[src/hdl/sap_pkg.sv]
// Package: payload structs, state codes and constants for the shelf atlas packer.
`default_nettype none
package sap_pkg;

  localparam int unsigned GLYPH_W  = 10;
  localparam int unsigned ROW_HW   = 11;
  localparam int unsigned DIV10_MUL = 205;
  localparam int unsigned DIV10_SH  = 11;
  localparam int unsigned MUL_W     = GLYPH_W + 8;

  localparam logic [1:0] STATUS_PLACED    = 2'd0;
  localparam logic [1:0] STATUS_ROWS_FULL = 2'd1;
  localparam logic [1:0] STATUS_TOO_BIG   = 2'd2;

  typedef struct packed {
    logic [GLYPH_W-1:0] glyph_width;
    logic [GLYPH_W-1:0] glyph_height;
  } glyph_t;

  typedef struct packed {
    logic [11:0] place_x;
    logic [11:0] place_y;
    logic [12:0] atlas_size;
    logic        atlas_grew;
    logic [1:0]  status;
  } result_t;

  typedef enum logic [2:0] {
    ST_IDLE = 3'b001,
    ST_SCAN = 3'b010,
    ST_GROW = 3'b100
  } state_t;

endpackage
`default_nettype wire

[src/hdl/shelf_atlas_packer_top.sv]
// Top level: shelf row packer that places glyph rectangles into a square atlas.
// Each glyph scans the rows in order and lands on the first row that fits; if none fits it
// opens a new row, doubling the atlas as needed, or reports a full table or an oversize atlas.
// busy drops with done, so the next transfer is accepted at the edge that ends the strobe;
// a new glyph is taken only once the last one is done.
// Reset clears the row count, next top and atlas side; row memory needs no clearing pass.
`default_nettype none
module shelf_atlas_packer_top #(
  parameter int unsigned MAX_ROWS   = 64,
  parameter int unsigned INIT_ATLAS = 128,
  parameter int unsigned MAX_ATLAS  = 4096
) (
  input  wire logic            clk,
  input  wire logic            rst,
  input  wire logic            start,
  output logic                 busy,
  input  wire sap_pkg::glyph_t glyph,
  output logic                 done,
  output sap_pkg::result_t     result
);

  localparam int unsigned SIDE_MAX = (MAX_ATLAS > INIT_ATLAS) ? MAX_ATLAS : INIT_ATLAS;
  localparam int unsigned SW  = $clog2(SIDE_MAX + 1);
  localparam int unsigned UMX = (SIDE_MAX > 1023) ? SIDE_MAX : 1023;
  localparam int unsigned UW  = $clog2(UMX + 1);
  localparam int unsigned AW  = (MAX_ROWS > 1) ? $clog2(MAX_ROWS) : 1;
  localparam int unsigned CW  = $clog2(MAX_ROWS + 1);
  localparam int unsigned RHW = sap_pkg::ROW_HW;
  localparam int unsigned GW  = sap_pkg::GLYPH_W;

  typedef struct packed {
    logic [SW-1:0]  top;
    logic [RHW-1:0] height;
    logic [UW-1:0]  used;
  } row_t;

  row_t row_mem [MAX_ROWS];
  row_t rd_data;
  row_t wr_data;
  logic [AW-1:0] wr_addr;
  logic wr_en;

  sap_pkg::state_t state;
  logic [CW-1:0]  row_count;
  logic [SW-1:0]  next_row_top;
  logic [SW-1:0]  atlas_side;
  logic [SW-1:0]  work_side;
  logic           grew;
  logic [GW-1:0]  req_w;
  logic [GW-1:0]  req_h;
  logic [RHW-1:0] row_h;
  logic [CW-1:0]  scan_idx;
  logic [CW-1:0]  chk_idx;
  logic           chk_vld;

  logic [sap_pkg::MUL_W-1:0] h_mul;
  logic [RHW-1:0] new_rh;
  logic [13:0]    h_x10;
  logic [13:0]    r_x7;
  logic [UW:0]    used_sum;
  logic           hit;
  logic [SW:0]    bottom;
  logic           need_grow;

  assign h_mul  = sap_pkg::MUL_W'(glyph.glyph_height) * sap_pkg::MUL_W'(sap_pkg::DIV10_MUL);
  assign new_rh = RHW'(glyph.glyph_height) +
                  RHW'(h_mul[sap_pkg::MUL_W-1:sap_pkg::DIV10_SH]);

  assign h_x10    = {1'b0, req_h, 3'b000} + {3'b000, req_h, 1'b0};
  assign r_x7     = {rd_data.height, 3'b000} - {3'b000, rd_data.height};
  assign used_sum = (UW+1)'(rd_data.used) + (UW+1)'(req_w);
  assign hit = chk_vld && (RHW'(req_h) <= rd_data.height) && (h_x10 >= r_x7) &&
               ((UW+1)'(atlas_side) >= used_sum);

  assign bottom    = (SW+1)'(next_row_top) + (SW+1)'(row_h);
  assign need_grow = bottom >= (SW+1)'(work_side);

  assign busy = (state != sap_pkg::ST_IDLE);

  always_comb begin
    wr_en   = 1'b0;
    wr_addr = chk_idx[AW-1:0];
    wr_data = rd_data;
    if (state == sap_pkg::ST_SCAN && hit) begin
      wr_en        = 1'b1;
      wr_data.used = UW'(used_sum);
    end else if (state == sap_pkg::ST_GROW && !need_grow) begin
      wr_en          = 1'b1;
      wr_addr        = row_count[AW-1:0];
      wr_data.top    = next_row_top;
      wr_data.height = row_h;
      wr_data.used   = UW'(req_w);
    end
  end

  always_ff @(posedge clk) begin
    if (wr_en) begin
      row_mem[wr_addr] <= wr_data;
    end
    rd_data <= row_mem[scan_idx[AW-1:0]];
  end

  always_ff @(posedge clk) begin
    if (rst) begin
      state        <= sap_pkg::ST_IDLE;
      row_count    <= '0;
      next_row_top <= '0;
      atlas_side   <= SW'(INIT_ATLAS);
      done         <= 1'b0;
      chk_vld      <= 1'b0;
    end else begin
      done <= 1'b0;
      case (state)
        sap_pkg::ST_IDLE: begin
          if (start) begin
            req_w     <= glyph.glyph_width;
            req_h     <= glyph.glyph_height;
            row_h     <= new_rh;
            work_side <= atlas_side;
            grew      <= 1'b0;
            scan_idx  <= '0;
            chk_vld   <= 1'b0;
            state     <= sap_pkg::ST_SCAN;
          end
        end
        sap_pkg::ST_SCAN: begin
          if (hit) begin
            result.place_x    <= 12'(rd_data.used);
            result.place_y    <= 12'(rd_data.top);
            result.atlas_size <= 13'(atlas_side);
            result.atlas_grew <= 1'b0;
            result.status     <= sap_pkg::STATUS_PLACED;
            done              <= 1'b1;
            chk_vld           <= 1'b0;
            state             <= sap_pkg::ST_IDLE;
          end else if (scan_idx < row_count) begin
            chk_idx  <= scan_idx;
            chk_vld  <= 1'b1;
            scan_idx <= scan_idx + CW'(1);
          end else begin
            chk_vld <= 1'b0;
            if (row_count < CW'(MAX_ROWS)) begin
              state <= sap_pkg::ST_GROW;
            end else begin
              result.place_x    <= '0;
              result.place_y    <= '0;
              result.atlas_size <= 13'(atlas_side);
              result.atlas_grew <= 1'b0;
              result.status     <= sap_pkg::STATUS_ROWS_FULL;
              done              <= 1'b1;
              state             <= sap_pkg::ST_IDLE;
            end
          end
        end
        sap_pkg::ST_GROW: begin
          if (need_grow) begin
            if (work_side > SW'(MAX_ATLAS / 2)) begin
              result.place_x    <= '0;
              result.place_y    <= '0;
              result.atlas_size <= 13'(atlas_side);
              result.atlas_grew <= 1'b0;
              result.status     <= sap_pkg::STATUS_TOO_BIG;
              done              <= 1'b1;
              state             <= sap_pkg::ST_IDLE;
            end else begin
              work_side <= {work_side[SW-2:0], 1'b0};
              grew      <= 1'b1;
            end
          end else begin
            row_count         <= row_count + CW'(1);
            next_row_top      <= SW'(bottom);
            atlas_side        <= work_side;
            result.place_x    <= '0;
            result.place_y    <= 12'(next_row_top);
            result.atlas_size <= 13'(work_side);
            result.atlas_grew <= grew;
            result.status     <= sap_pkg::STATUS_PLACED;
            done              <= 1'b1;
            state             <= sap_pkg::ST_IDLE;
          end
        end
        default: begin
          state <= sap_pkg::ST_IDLE;
        end
      endcase
    end
  end

endmodule
`default_nettype wire
[config.mk]
export PLATFORM = sky130hd
export DESIGN_NAME = shelf_atlas_packer_top
export DESIGN_NICKNAME = d
export VERILOG_FILES = /design/src/hdl/sap_pkg.sv /design/src/hdl/shelf_atlas_packer_top.sv
export SDC_FILE = /design/constraint.sdc
export NUM_CORES = 2
export LEC_CHECK = 0
export ABC_AREA = 1
export BUFFER_PORTS_ARGS = -buffer_cell sky130_fd_sc_hd__clkbuf_2
export CORE_UTILIZATION = 45
export CTS_CLUSTER_SIZE = 28
export DETAILED_ROUTE_END_ITERATION = 8
export MAX_ROUTING_LAYER = met4
export PLACE_DENSITY = 0.7
export SYNTH_ARGS = -nofsm -noshare
export SYNTH_HDL_FRONTEND = slang
export SYNTH_SLANG_ARGS = --single-unit
[constraint.sdc]
create_clock -name clk -period 6.7 [get_ports clk]
set_clock_uncertainty 0.2 [all_clocks]
set_input_delay 0.67 -clock clk [delete_from_list [all_inputs] [get_ports clk]]
set_output_delay 0.67 -clock clk [all_outputs]
set_load 0.03 [all_outputs]
Word level (Yosys, flattened, before mapping)
Memory sizes are Yosys's and may differ from the RTL's. A register that Yosys moved wholly into a read port is not among the register bits.
Index checks and enable logic that the tools add are counted.

word-level totals
  flip-flop bits (word level) = 136
  bits in latches = 0
  memory bits (writable) = 2368
  ROM bits = 0
  bits of input ports = 23
  output and inout port bits = 42
  logic and storage cells = 109
  memories kept = 1

operators by class
  add/subtract/negate cells = 7
  multipliers = 1
  div/mod/pow operators = 0
  order comparisons = 7
  equal/unequal tests = 12
  shifts and indexed selects = 0
  mux-type cells = 43
  bitwise operators = 3
  reduce and logical (&&, ||, !) cells = 17

memory list
  name     depth  bits a word  rd ports  clocked after Yosys merged registers in  write ports  line                          text
  row_mem  64     37           1         1                                        1            shelf_atlas_packer_top.sv:37  row_t row_mem [MAX_ROWS];

operator list
  operator                                               count
  two-way mux 40 bit                                     5
  one-hot mux 40 bit (2 select lines)                    1
  two-way mux 13 bit                                     4
  two-way mux 37 bit                                     1
  adder 13 x 11 -> 14 bit                                2
  one-hot mux 13 bit (2 select lines)                    1
  two-way mux 24 bit                                     1
  two-way mux 7 bit                                      3
  multiplier 10 x 8 -> 18 bit (second input constant)    1
  two-way mux 3 bit                                      6
  AND reduction 5 bit                                    3
  adder 13 x 10 -> 14 bit                                1
  adder 7 x 1 -> 7 bit (second input constant)           2
  >= comparator 13 x 14 -> 1 bit                         1
  >= comparator 14 x 13 -> 1 bit                         1
  >= comparator 14 bit                                   1
  two-way mux 1 bit                                      14
  one-hot mux 7 bit (2 select lines)                     1
  subtractor 14 x 11 -> 14 bit                           1
  > comparator 13 x 12 -> 1 bit (second input constant)  1
  two-way mux 6 bit                                      2
  adder 10 x 7 -> 11 bit                                 1
  <= comparator 10 x 11 -> 1 bit                         1
  one-hot mux 3 bit (3 select lines)                     1
  18 further kinds                                       34

Depth between registers and ports, before layout
  depth in word-level cells = 8
  mapped depth = 29
  gate-level depth less buffers = 29

Worst setup path before layout
OpenSTA, ideal clock, no wires.

  path type = register -> register
  start = register row_h[0]
  end = memory row_mem[0][29] (netlist name), data pin
  library setup time = 702 ps
  data arrival time = 5746 ps
  required time = 5798 ps
  slack = 52 ps
  cell stages (with the launch flop) = 21
  path buffers = 2
  period minus slack after synthesis = 6648 ps
  path through = edfxtp_1 > ha_1 > inv_1 > fa_1 > o21ai_0 > a21oi_1 > o21ai_0 > xor2_1 > inv_1 > ha_1 > nand2_1 > inv_1 > a21oi_1 > nand2_1 > nand2_1 > nand3_2 > nand2_4 > nand2_8 > buf_2 > clkbuf_1 > o21ai_0

RTL lines
  element                 line                           text
  from (decl)             shelf_atlas_packer_top.sv:51   logic [RHW-1:0] row_h;
  from (signal assigned)  shelf_atlas_packer_top.sv:118  row_h <= new_rh;
  to (decl)               shelf_atlas_packer_top.sv:37

Worst setup path in the final report
  start = register next_row_top[0]
  end = memory row_mem[35][32] (netlist name) (enable)

between the ends
  cells in the longest elaborated chain, start to end = 8
  elaborated cells between the ends (all ways) = 10
  classes of those cells = add/sub: 1; order compare: 1; mux: 6; reduce/logical: 2

RTL lines
  element                                  line                           text
  from (decl)                              shelf_atlas_packer_top.sv:45   logic [SW-1:0] next_row_top;
  from (signal assigned)                   shelf_atlas_packer_top.sv:171  next_row_top <= SW'(bottom);
  adder 13 x 11 -> 14 bit (*)              shelf_atlas_packer_top.sv:75   assign bottom = (SW+1)'(next_row_top) + (SW+1)'(row_h);
  net bottom[10]                           shelf_atlas_packer_top.sv:62   logic [SW:0] bottom;
  >= comparator 14 x 13 -> 1 bit (*)       shelf_atlas_packer_top.sv:76   assign need_grow = bottom >= (SW+1)'(work_side);
  logical NOT 1 bit (*)                    shelf_atlas_packer_top.sv:87   end else if (state == sap_pkg::ST_GROW && !need_grow) begin
  logical AND 1 bit (*)                    shelf_atlas_packer_top.sv:87
  two-way mux 1 bit                        shelf_atlas_packer_top.sv:87
  two-way mux 1 bit                        shelf_atlas_packer_top.sv:84   if (state == sap_pkg::ST_SCAN && hit) begin
  two-way mux 1 bit                        shelf_atlas_packer_top.sv:97   if (wr_en) begin
  two-way mux 1 bit (not written as such)  shelf_atlas_packer_top.sv:98   row_mem[wr_addr] <= wr_data;

Mark *: on every way through the listed nets, which the timed path passes. The rest lies on a longest branch.

==> qor.yml <==
run_status:
  status: "finished clean"
layout:
  finalNonFillerCells: 10900
  finalNetCount: 7945
  post-route-util_pct: 51.3
  final_cell_area_sq_mm: 0.113
  drive_gt1_share_pct: 9.64
  area_growth_syn_to_layout_pct: 12.8
logic_synthesis:
  top_cell_type_by_total_area_after_synthesis: "sky130_fd_sc_hd__edfxtp_1"
  syn-cell-area_sq_mm: 0.100
  synth.top_cell.area_share_pct: 71.9
  synth_cells: 7735
  synth.yosys.warnings: 0
  synthesized_nets: 7929
  synth_flop_cell: "sky130_fd_sc_hd__edfxtp_1"
  unique_masters_post_synth: 48
  asyncSetResetFlopFracSynth_pct: 0
  synth_sequential_area_ratio_pct: 73.4
  synth_seq_cells: 2476
  syn_avg_cell_area_sq_um: 13.0
  synthTopCellsByArea: "sky130_fd_sc_hd__edfxtp_1 72%, sky130_fd_sc_hd__o21ai_0 6.2%, sky130_fd_sc_hd__nor2_1 4.9%, sky130_fd_sc_hd__o22ai_1 2.2%, sky130_fd_sc_hd__o221ai_1 2.1%"
  synth_edf_count: 2402
clocking:
  clk_latency_ps: 890
  clkTransAtPathRegs_ps: 70
  htree_levels: 4
  cts_tree: "built"
  clock_sink_count: 2476
  cts-buffers-inserted: 228
  cts.repair.resized: 0
  cts_root_buf: "sky130_fd_sc_hd__clkbuf_16"
  cts_max_path_buffers: 3
placed_design:
  placement.setup.worst_slack_ps: 763
  dp_cells: 10500
  dp.final_hpwl_um: 160000
  post_dp_cell_area_sq_mm: 0.105
  numPortBuffers: 64
  gp_congestion: 0.922
drt:
  routed-wl-met3_um: 31800
  count_of_unresolved_drc_violations_after_routing: 0
  detailedRoute.firstPassIterationCount: 6
  wl_um: 282000
  routed-via-count: 66600
  count_of_routing_violations_after_the_opening_detailed_route_iteration: 10300
  route.antenna.remaining_nets: 0
  highest-signal-layer: "met4"
  route.detailed.wl_per_inst_um: 25.8
  met1Wirelength_um: 110000
  detailed_routed_wire_length_on_met2_um: 127000
  detailed_route_vias_per_instance: 6.10
sta:
  rsz0062_at_grt: "no"
  final_critical_path_required_period_ps: 6070
  fin_crit_sh_pct: 90.6
  timing.final.ws_setup_ps: 628
  final.setup.tns_ps: 0
  report.final.slew_viol_count: 0
  finalSetupViolations: 0
  final.hold.worst_slack_ps: 85.5
  final-hold-violation-count: 0
  worstMarginPinSlew_ps: 1310
  fmaxAchievable_mhz: 165
  max-slew-margin-rel_pct: 12.1
power_and_ir_drop:
  cellInternalPower_mw: 26.3
  total_leakage_power_nw: 37.0
  vdd_ir_drop_max_mv: 0.251
  comb_power_share_pct: 12.3
  power_density_mw_per_mm2: 313
  switching_share_pct: 25.8
  power.total_mw: 35.4
  p_switching_mw: 9.12
  p_seq_share_pct: 50.5
  power_frac_clock_pct: 37.3
die:
  die_w_um: 474
  ioPinCount: 65
  die-height_um: 474
  initial_util_pct: 45.5
  core-area_sq_mm: 0.221
  dieArea_sq_mm: 0.225
  num_rows: 172
critical_path:
  cp.required_ps: 6980
  worst_path_cell_chain: "ha_1 > inv_1 > fa_1 > o21ai_0 > a21oi_1 > o21ai_0 > xor2_1 > inv_1 > ha_1 > nand2_1 > inv_1 > a21oi_1 > nand2_1 > nand2_1 > nand3_2 > nand2_4 > nand2_8 > nand2_2 > inv_1 > nor2_4 > nand2_2 > nor2_4 > buf_4"
  critical_path.max_fanout: 61
  crit_path_end_kind: "flip-flop"
  crit_path_start_kind: "flip-flop"
  path_class: "flip-flop to flip-flop"
  path_common_cell: "sky130_fd_sc_hd__inv_1"
  timing.critical_path.slowest_stage_cell: "sky130_fd_sc_hd__buf_4"
  cp_data_arrival_time_ps: 6350
  timing.critical_path.slowest_cell_delay_ps: 540
global_routing:
  globalRoute.totalOverflow: 0
  grt_usage_pct: 25.2
  grt_pass1_vias: 62900
  grt_first_pass_wirelength_um: 409000
  grt_antenna_before_repair: 10
  pin_count_of_the_biggest_net_entering_global_routing: 157
hold_path:
  worst_min_delay_path_class: "primary input to flip-flop"
flow_run:
  max-cap-violations: 0
placed cells by master, fill, tap and decap left out, types with 36 or more instances in the layout:
cell                           n
sky130_fd_sc_hd__clkinv_1     50
sky130_fd_sc_hd__clkinv_2     56
sky130_fd_sc_hd__nor2_1     1239
sky130_fd_sc_hd__buf_12       46
sky130_fd_sc_hd__clkbuf_2     64
sky130_fd_sc_hd__nand3_1     294
sky130_fd_sc_hd__dfxtp_1      74
sky130_fd_sc_hd__clkbuf_1     37
sky130_fd_sc_hd__a21oi_1     161
sky130_fd_sc_hd__edfxtp_1   2402
sky130_fd_sc_hd__xor2_1       36
sky130_fd_sc_hd__buf_4       162
sky130_fd_sc_hd__nand2_1     513
sky130_fd_sc_hd__ha_1        151
sky130_fd_sc_hd__o22ai_1     344
sky130_fd_sc_hd__o211ai_1     60
sky130_fd_sc_hd__clkbuf_16   230
sky130_fd_sc_hd__inv_1       208
sky130_fd_sc_hd__nor2_4       67
sky130_fd_sc_hd__nand4_1      37
sky130_fd_sc_hd__o21ai_0    1226
sky130_fd_sc_hd__o221ai_1    232
worst max-delay path, delay by kind of cell (launching register included):
kind / cells / cell delay [ps]
AOI/OAI and AO/OA: 4 / 960
xor gates and xnor gates: 1 / 230
adders and majority gates: 3 / 940
buffers and inverters: 5 / 840
DFF: 1 / 340
and+or+nand+nor: 10 / 2090
sequential cells by signal, indices dropped and copies added (netlist names), 10 cells and up:
signal / flops
row_mem: 2304
result: 40
rd_data: 36
atlas_side: 13
next_row_top: 13
work_side: 13
row_h: 11
req_h: 10
req_w: 10
Yosys cell counts (all sizes together), types with 9 or more instances:
master,number
o22ai,346
nor2,1312
a21o,9
nand4,38
nand3,304
clkbuf,381
nand2,527
xnor2,22
fa,20
a21oi,162
inv,218
dfxtp,74
ha,151
o21ai,1255
buf,125
o211ai,60
xor2,36
o21a,13
edfxtp,2402
o221ai,240
layer usage:
metal / vias to the layer above / track usage [%]
li1: 28900 / -
met1: 33100 / 34.0
met2: 4109 / 37.2
met3: 534 / 4.53
met4: 0 / 11.5
met5: - / -
cells by family after synthesis:
group	synth area share, %
AND/OR/NAND/NOR	8.88
adder cells (fa/ha/maj)	2.28
XOR/XNOR	0.506
buffers and inverters	2.85
AO/OA/AOI/OAI	12.1
flip-flops	73.4
repair_timing:
action	CTS	global route
buffers inserted	0	0
hold buffers	20	0
endpoints found under the hold margin	20	0
cell type report:
cell class / count / area [sq um]
fillers: 18000 / 107000
flip-flops and latches: 2476 / 73600
multi-input cells: 4535 / 24800
clock buffers: 269 / 5920
well taps: 2958 / 3700
repair buffers: 292 / 2660
clock inverters: 163 / 1660
inverters: 218 / 846
diodes: 7 / 17.5
power groups by stage:
stage | Clock [mW] | Combinational (mW) | Sequential, mW
floorplan | 0 | 2.41 | 18.3
global placement | 0 | 4.14 | 18.2
detailed placement | 0 | 4.22 | 18.2
CTS | 13.3 | 4.25 | 17.9
global route | 13.8 | 4.65 | 17.9
finish | 13.2 | 4.34 | 17.9
path summary, 6_finish.rpt:
| check | from | slack, ps | cells after the start | end |
|---|---|---|---|---|
| min | start | 90 | 4 | state[0] |
| max | next_row_top[0] | 630 | 23 | row_mem[35][32] |
| min reg2reg | row_count[0] | 290 | 2 | row_count[0] |
| max reg2reg | next_row_top[0] | 630 | 23 | row_mem[35][32] |
(Power assumes the default switching activity.)
